[config.mk]
export PLATFORM = sky130hd
export DESIGN_NAME = session_handshake_supervisor
export DESIGN_NICKNAME = d
export VERILOG_FILES = /design/src/sv/shs_pkg.sv /design/src/sv/session_handshake_supervisor.sv /design/src/sv/shs_step.sv
export SDC_FILE = /design/constraint.sdc
export NUM_CORES = 1
export LEC_CHECK = 0
export ABC_AREA = 1
export BUFFER_PORTS_ARGS = -buffer_cell sky130_fd_sc_hd__clkbuf_2
export CAP_MARGIN = 10
export CORE_MARGIN = 2
export CORE_UTILIZATION = 55
export CTS_CLUSTER_SIZE = 12
export DETAILED_ROUTE_END_ITERATION = 16
export PLACE_DENSITY = 0.78
export SYNTH_ARGS = -nofsm -noshare
export SYNTH_HDL_FRONTEND = slang
export SYNTH_HIERARCHICAL = 1
export SYNTH_SLANG_ARGS = --single-unit
[constraint.sdc]
create_clock -name aclk -period 4.4 [get_ports aclk]
set_clock_uncertainty 0.05 [all_clocks]
set_input_delay 0.66 -clock aclk [delete_from_list [all_inputs] [get_ports aclk]]
set_output_delay 0.66 -clock aclk [all_outputs]
set_load 0.05 [all_outputs]
[src/sv/shs_pkg.sv]
// Package for the session handshake supervisor.
// Holds acknowledgement, request and mode codes, and the state, item and result types.
// No dependencies.
package shs_pkg;

    // Peer acknowledgement codes carried in a status
    typedef enum logic [2:0] {
        ACK_BOOT_WAIT  = 3'd0,
        ACK_ACCEPTED   = 3'd1,
        ACK_READY      = 3'd2,
        ACK_ARMED      = 3'd3,
        ACK_ACTIVE     = 3'd4,
        ACK_RECOVERY   = 3'd5,
        ACK_FAULT_LOCK = 3'd6,
        ACK_REJECTED   = 3'd7
    } ack_t;

    // Request codes placed in a control frame
    typedef enum logic [2:0] {
        REQ_NONE          = 3'd0,
        REQ_ANNOUNCE      = 3'd1,
        REQ_SYNC_STANDBY  = 3'd2,
        REQ_COMMIT_ACTIVE = 3'd3,
        REQ_ACTIVE        = 3'd4
    } req_t;

    // Item selector
    typedef enum logic [1:0] {
        MODE_OBSERVE = 2'd0,
        MODE_TICK    = 2'd1,
        MODE_FETCH   = 2'd2,
        MODE_BEGIN   = 2'd3
    } mode_t;

    // Configuration register indexes
    localparam logic CFG_SESSION_ID    = 1'b0;
    localparam logic CFG_TIMEOUT_TICKS = 1'b1;

    localparam int unsigned S_DATA_W = 72;
    localparam int unsigned M_DATA_W = 48;

    localparam logic [31:0] TIMEOUT_RESET = 32'd1000;

    typedef struct packed {
        logic [31:0] active_id;
        ack_t        last_ack;
        req_t        pending_request;
        logic [7:0]  frame_counter;
        logic        seen_flag;
        logic        recovery_latch;
        logic        fault_latch;
        logic [31:0] last_status_time;
    } shs_state_t;

    typedef struct packed {
        mode_t       mode;
        logic [31:0] status_session_id;
        logic [2:0]  status_ack;
        logic [31:0] now;
    } shs_item_t;

    typedef struct packed {
        logic        status_matched;
        logic        frame_valid;
        logic [2:0]  frame_request;
        logic [31:0] frame_session_id;
        logic [7:0]  frame_sequence;
        logic        authorized;
        logic        error;
    } shs_result_t;

endpackage

[src/sv/session_handshake_supervisor.sv]
// Session handshake supervisor, gateway side. An accepted transaction is
// registered, then stepped through the combinational state update and
// written to the output register, so the block takes one transaction per
// cycle unless m_tready holds the output; the output register lets a new input
// be taken while a finished result waits for m_tready. The state update is
// combinational, and the next transaction sees the committed state at once.
// Uses shs_pkg and shs_step.
module session_handshake_supervisor import shs_pkg::*; (
    input  logic                aclk,
    input  logic                aresetn,
    // configuration write port
    input  logic                cfg_we,
    input  logic                cfg_index,
    input  logic [31:0]         cfg_wdata,
    // input stream
    input  logic                s_tvalid,
    output logic                s_tready,
    // tdata: status_session_id[31:0], status_ack[34:32], now[66:35], zero pad
    input  logic [S_DATA_W-1:0] s_tdata,
    // tuser: mode[1:0]
    input  logic [1:0]          s_tuser,
    // result stream
    output logic                m_tvalid,
    input  logic                m_tready,
    // tdata: status_matched[0], frame_valid[1], frame_request[4:2],
    //        frame_session_id[36:5], frame_sequence[44:37], authorized[45],
    //        error[46], zero pad
    output logic [M_DATA_W-1:0] m_tdata
);

    logic        in_valid_reg;
    shs_item_t   item_reg;
    logic        out_valid_reg;
    shs_result_t result_reg;
    shs_state_t  state_reg;
    shs_state_t  state_next;
    shs_result_t result_next;
    logic [31:0] start_id_reg;
    logic [31:0] timeout_reg;
    logic        advance;
    logic        s_accept;

    // Move the held transaction forward when the output register is free
    assign advance  = in_valid_reg && (!out_valid_reg || m_tready);
    assign s_tready = !in_valid_reg || advance;
    assign s_accept = s_tvalid && s_tready;

    // Configuration registers
    always_ff @(posedge aclk) begin
        if (!aresetn) begin
            start_id_reg <= 32'd0;
            timeout_reg  <= TIMEOUT_RESET;
        end else if (cfg_we) begin
            if (cfg_index == CFG_SESSION_ID) begin
                start_id_reg <= cfg_wdata;
            end else begin
                timeout_reg <= cfg_wdata;
            end
        end
    end

    // Input register
    always_ff @(posedge aclk) begin
        if (!aresetn) begin
            in_valid_reg <= 1'b0;
        end else if (s_tready) begin
            in_valid_reg <= s_tvalid;
        end
    end

    always_ff @(posedge aclk) begin
        if (s_accept) begin
            item_reg.mode              <= mode_t'(s_tuser);
            item_reg.status_session_id <= s_tdata[31:0];
            item_reg.status_ack        <= s_tdata[34:32];
            item_reg.now               <= s_tdata[66:35];
        end
    end

    shs_step u_step (
        .cur           (state_reg),
        .item          (item_reg),
        .start_id      (start_id_reg),
        .timeout_ticks (timeout_reg),
        .nxt           (state_next),
        .res           (result_next)
    );

    // Session state: commit on each advanced transaction
    always_ff @(posedge aclk) begin
        if (!aresetn) begin
            state_reg.active_id        <= 32'd0;
            state_reg.last_ack         <= ACK_BOOT_WAIT;
            state_reg.pending_request  <= REQ_NONE;
            state_reg.frame_counter    <= 8'd0;
            state_reg.seen_flag        <= 1'b0;
            state_reg.recovery_latch   <= 1'b0;
            state_reg.fault_latch      <= 1'b0;
            state_reg.last_status_time <= 32'd0;
        end else if (advance) begin
            state_reg <= state_next;
        end
    end

    // Output register
    always_ff @(posedge aclk) begin
        if (!aresetn) begin
            out_valid_reg <= 1'b0;
        end else if (advance) begin
            out_valid_reg <= 1'b1;
        end else if (m_tready) begin
            out_valid_reg <= 1'b0;
        end
    end

    always_ff @(posedge aclk) begin
        if (advance) begin
            result_reg <= result_next;
        end
    end

    assign m_tvalid = out_valid_reg;
    assign m_tdata  = {1'b0,
                       result_reg.error,
                       result_reg.authorized,
                       result_reg.frame_sequence,
                       result_reg.frame_session_id,
                       result_reg.frame_request,
                       result_reg.frame_valid,
                       result_reg.status_matched};

endmodule

[src/sv/shs_step.sv]
// Combinational step of the session handshake supervisor.
// Computes next session state and the result for one item; uses shs_pkg.
module shs_step import shs_pkg::*; (
    input  shs_state_t  cur,
    input  shs_item_t   item,
    input  logic [31:0] start_id,
    input  logic [31:0] timeout_ticks,
    output shs_state_t  nxt,
    output shs_result_t res
);

    ack_t        ack;
    logic [31:0] gap_before;
    logic [31:0] gap_after;

    assign ack        = ack_t'(item.status_ack);
    assign gap_before = item.now - cur.last_status_time;

    always_comb begin
        nxt = cur;
        res = '0;
        unique case (item.mode)
            MODE_OBSERVE: begin
                if (item.status_session_id != cur.active_id) begin
                    // status for another session
                    priority if (ack == ACK_BOOT_WAIT && item.status_session_id == 32'd0) begin
                        nxt.fault_latch     = 1'b0;
                        nxt.recovery_latch  = 1'b0;
                        nxt.frame_counter   = 8'd0;
                        nxt.pending_request = REQ_ANNOUNCE;
                        nxt.last_ack        = ACK_BOOT_WAIT;
                    end else if (ack == ACK_RECOVERY) begin
                        nxt.recovery_latch  = 1'b1;
                        nxt.pending_request = REQ_NONE;
                    end else if (ack == ACK_FAULT_LOCK) begin
                        nxt.fault_latch     = 1'b1;
                        nxt.recovery_latch  = 1'b0;
                        nxt.pending_request = REQ_NONE;
                    end else begin
                        nxt.last_ack = cur.last_ack;
                    end
                end else begin
                    // matching status: record it and pick the next request
                    res.status_matched   = 1'b1;
                    nxt.seen_flag        = 1'b1;
                    nxt.last_status_time = item.now;
                    nxt.last_ack         = ack;
                    unique case (ack)
                        ACK_ACCEPTED: begin
                            nxt.pending_request = REQ_SYNC_STANDBY;
                            nxt.recovery_latch  = 1'b0;
                        end
                        ACK_READY:  nxt.pending_request = REQ_SYNC_STANDBY;
                        ACK_ARMED:  nxt.pending_request = REQ_COMMIT_ACTIVE;
                        ACK_ACTIVE: nxt.pending_request = REQ_ACTIVE;
                        ACK_RECOVERY: begin
                            nxt.recovery_latch  = 1'b1;
                            nxt.pending_request = REQ_NONE;
                        end
                        ACK_FAULT_LOCK: begin
                            nxt.fault_latch     = 1'b1;
                            nxt.recovery_latch  = 1'b0;
                            nxt.pending_request = REQ_NONE;
                        end
                        ACK_BOOT_WAIT: nxt.pending_request = REQ_ANNOUNCE;
                        ACK_REJECTED:  nxt.pending_request = cur.pending_request;
                    endcase
                end
            end
            MODE_TICK: begin
                // clear the seen flag when the status gap exceeds the timeout; an active session goes to recovery
                if (cur.seen_flag && (gap_before > timeout_ticks)) begin
                    nxt.seen_flag = 1'b0;
                    if (cur.last_ack == ACK_ACTIVE) begin
                        nxt.last_ack        = ACK_RECOVERY;
                        nxt.recovery_latch  = 1'b1;
                        nxt.pending_request = REQ_NONE;
                    end
                end
            end
            MODE_FETCH: begin
                if (cur.active_id == 32'd0 || cur.pending_request == REQ_NONE) begin
                    res.error = 1'b1;
                end else begin
                    res.frame_valid      = 1'b1;
                    res.frame_request    = cur.pending_request;
                    res.frame_session_id = cur.active_id;
                    res.frame_sequence   = cur.frame_counter;
                    nxt.frame_counter    = cur.frame_counter + 8'd1;
                end
            end
            MODE_BEGIN: begin
                if (start_id == 32'd0) begin
                    res.error = 1'b1;
                end else begin
                    nxt.active_id       = start_id;
                    nxt.frame_counter   = 8'd0;
                    nxt.pending_request = REQ_ANNOUNCE;
                    nxt.last_ack        = ACK_BOOT_WAIT;
                    nxt.seen_flag       = 1'b0;
                    nxt.recovery_latch  = 1'b0;
                    nxt.fault_latch     = 1'b0;
                end
            end
        endcase

        // Authorization after the step, at the item's time
        gap_after      = item.now - nxt.last_status_time;
        res.authorized = !nxt.fault_latch && !nxt.recovery_latch && nxt.seen_flag &&
                         (nxt.last_ack == ACK_ACTIVE) && (gap_after <= timeout_ticks);
    end

endmodule
==> results list <==
- Status: complete, but fails checks
* Violated checks: negative setup slack
- Horizontal extent of the die: 182.9 um
- The routed design uses 24400 um of met2 wire.
- Summed negative setup slack over all endpoints: -0.5312 ns
* Max FFs per register: 81
- Clock tree synthesis inserted a total of 30 buffers.
- The worst setup path is of the reg2reg kind.
* Leading cell type in the layout, fill and taps excluded: sky130_fd_sc_hd__nand2_1
- Combinational logic is responsible for 30.1% of the overall power.
* Metal1 wirelength: 22030 um
- The worst path uses 112.1% of the clock period.
* Routed WL per cell: 15.42 um
- Largest area contributor in the synthesized netlist: sky130_fd_sc_hd__edfxtp_1
- Sorting the synthesized cells by area gives the leading types as sky130_fd_sc_hd__edfxtp_1 (20%), sky130_fd_sc_hd__dfxtp_1 (17%), sky130_fd_sc_hd__nand2_1 (11%), sky130_fd_sc_hd__ha_1 (9.4%), sky130_fd_sc_hd__inv_1 (7.9%).
- Synthesized Nets: 2735
* Minimum setup slack after placement: -0.6702 ns
- Final Setup Violations: 1
- The min-delay analysis places its worst path in the category in2reg.
- The die is 182.9 um tall.
* CP most frequent cell: sky130_fd_sc_hd__nand2_1
- Average footprint of a synthesized cell: 7.076 um2
* Initial core utilization: 55.81%
* Final wirelength: 51200 um
* TritonCTS Sinks: 263
- Total number of H-tree levels: 1
- Across every metal layer, demand over resource in global routing totals 29.92%.
* Sequential-to-total area share from yosys stat: 36.49%
- Area delta synth->final: 27.53%
* Filler instances: 2656
- After layout, the worst setup slack is -0.5312 ns.
* Switching share of power: 32.27%
* Internal power summed over all cells: 5.187 mW
* Later-pin clock latency in the skew report: 0.58 ns
* Xor/xnor share of the synthesized area: 3.282%
* Ratio of total power to cell area: 340.9 nW/um2
- Number of detailed-route iterations in the first pass: 6
* Highest attainable clock frequency: 0.2028 GHz
- Number of cells produced by synthesis: 2489
- Across all layers, the routed design uses 17390 vias.
- Rel. slew slack: 33.49%
- By area, the combinational part of the netlist is dominated by simple AND/OR/NAND/NOR gates.
- The portion of synthesized area spent on multiplexers is 0%.
- Yosys printed 6 warnings.
* CP Data Arrival Time: 5.22 ns
- Total power after layout: 7.657 mW
- Maximum number of pins on one net before global-route repair: 108
* FP Rows: 65
- Summed over all layers, the global routing overflow is 0.
- Cell Area, Synth: 17610 um2
* Diodes inserted: 0
* Number of library cell types mapped by synthesis: 48
- The final hold violation count came to 0.
* Buf+Inv Stages, Crit Path: 7
* Core footprint: 31560 um2
- 162 I/O pins were placed.
- VDD sags by at most 0.3617 mV.
* Crit path largest cell delay: 0.43 ns
- On the critical path, the stage with the largest delay is an instance of sky130_fd_sc_hd__edfxtp_1.
- In the synthesized netlist the dominant register cell turns out to be sky130_fd_sc_hd__dfxtp_1.
- Initial antenna violation count: 0
- For this run, the post-layout net count is 3140.
- The tool flagged a number of max-cap violations equal to 0.
- Average vias per placed instance: 5.239
- Top layer used by detailed routing: met4
- Metal3 WL: 2516 um
- Power spent charging and discharging nets: 2.471 mW
* DR DRC count: 0
- Actual slew at the worst max-slew pin: 0.9965 ns
- The final-report max-slew violation count was 0.
- Die area: 33470 um2
- Proportion of register bits with asynchronous set or reset after synthesis: 0%
* Sequential Power Share: 36.9%
- Post-synthesis share of cell area spent on full adders, half adders and majority gates: 9.605%
* RSZ-0062 raised after global routing: yes
- STA classifies the critical path startpoint as a register.
- IO buf count: 155
- The clock network burns 33.0% of the power.
- First-pass GRT wire length: 81100 um
- HPWL Detailed: 38560 um
* Maximum root-to-sink buffer count: 3
- At the end of routability-driven placement, the weighted congestion stood at 0.9783.
- In this run the worst path has a maximum fanout of 8.
* Largest delay share family, worst path: simple AND/OR/NAND/NOR gates
* Layout cell share with drive strength beyond 1: 24.43%
* DRT iter0 DRCs: 1241
- Once detail routing completed, the nets flagged for antenna violations numbered 0.
- Clock-pin slew was measured on the worst setup and hold paths at 0.06 ns.
- Core utilization of the finished layout: 71.18%
- Counting flops and latches in the post-synthesis netlist gives 263.
- Synth top area share: 19.78%
- Worst setup EP type: register
- The cell sitting at the root of the clock tree is a sky130_fd_sc_hd__clkbuf_16.
* Complex-gate fraction of the synthesized area: 12.84%
- Leakage power figure: 10.51 nW
- Number of enable flip-flop cells after synthesis: 116
- The number of global-route vias before repair is 16440.
- Area fraction in and, or, nand and nor cells after synthesis: 26.53%
* Final min period: 4.931 ns
* Data required time at the worst endpoint: 4.69 ns
- Top library cells by usage in the layout, fill and taps aside: sky130_fd_sc_hd__nand2_1 (489), sky130_fd_sc_hd__inv_1 (364), sky130_fd_sc_hd__nor2_1 (359)
- TritonCTS built the clock tree.
-- synthesized netlist by cell type (all sizes together), types with 30 or more instances --
library cell and number:
xor2 34, nand3 132, nor2 372, a21oi 180, o21ai 175, nand4 35, ha 132, inv 411
dfxtp 147, buf 55, edfxtp 116, or2 30, xnor2 32, nand2 516
-- kinds of logic (layout without fill, tap and decap cells) --
group | after synthesis | count (layout)
other | 1 | 1
DFF | 263 | 263
adders and majority gates | 134 | 134
AOI/OAI and AO/OA | 407 | 407
xor gates and xnor gates | 66 | 66
buffers and inverters | 493 | 922
and+or+nand+nor | 1125 | 1125
-- worst reg2reg max path, delay by kind of cell (launching register included) --
| kind | cells | cell delay [ns] |
|---|---|---|
| and+or+nand+nor | 24 | 2.33 |
| buffers and inverters | 7 | 0.80 |
| adders and majority gates | 2 | 0.55 |
| DFF | 1 | 0.43 |
| AOI/OAI and AO/OA | 3 | 0.37 |
| xor gates and xnor gates | 1 | 0.17 |
-- power by group through the flow --
stage               Sequential (mW)  Combinational [mW]  Clock, mW
floorplan                      2.89                1.30          0
global placement               2.86                2.08          0
detailed placement             2.87                2.13          0
CTS                            2.82                2.20       2.57
global route                   2.84                2.58       2.66
finish                         2.83                2.31       2.53
-- path summary, 6_finish.rpt --
kind | startpoint | slack, ns | to | cells past startpoint
max | item_reg[62] | -0.53 | m_tdata[45] | 37
min | s_tdata[12] | 0.20 | item_reg[47] | 1
max reg2reg | item_reg[62] | -0.53 | m_tdata[45] | 37
min reg2reg | timeout_reg[9] | 0.43 | timeout_reg[9] | 2
-- layout make-up --
| type | instances | area [um2] | share of cell area [%] |
|---|---|---|---|
| clock inverters | 10 | 93.84 | 0.4178 |
| inverters | 412 | 1554 | 6.919 |
| repair buffers | 454 | 3133 | 13.95 |
| clock buffers | 46 | 912.1 | 4.061 |
| multi-input cells | 1733 | 9831 | 43.77 |
| flip-flops and latches | 263 | 6434 | 28.64 |
| well taps | 402 | 503.0 | 2.239 |
-- per-layer routing --
layer	GRT usage, %	vias to the layer above
li1	-	8810
met1	38.20	7958
met2	52.20	519
met3	3.177	107
met4	11.52	0
met5	0	-
-- stage by stage --
step	area, um2	hold WS (ns)	instances
after floorplan	17620	0.3920	2489
after global placement	20610	0.4109	3241
after detailed placement	20610	0.4137	3241
after CTS	22020	0.1771	3307
after global routing	22460	0.1843	3320
final	22460	0.2005	3320
-- repair_timing --
item / in CTS / in global routing
pin swaps: 36 / 43
gates resized for setup: 60 / 94
endpoints found under the setup margin: 4 / 7
buffers inserted: 9 / 13
hold buffers: 0 / 0
gates cloned: 1 / 0
Power figures use the tool's default switching activity.
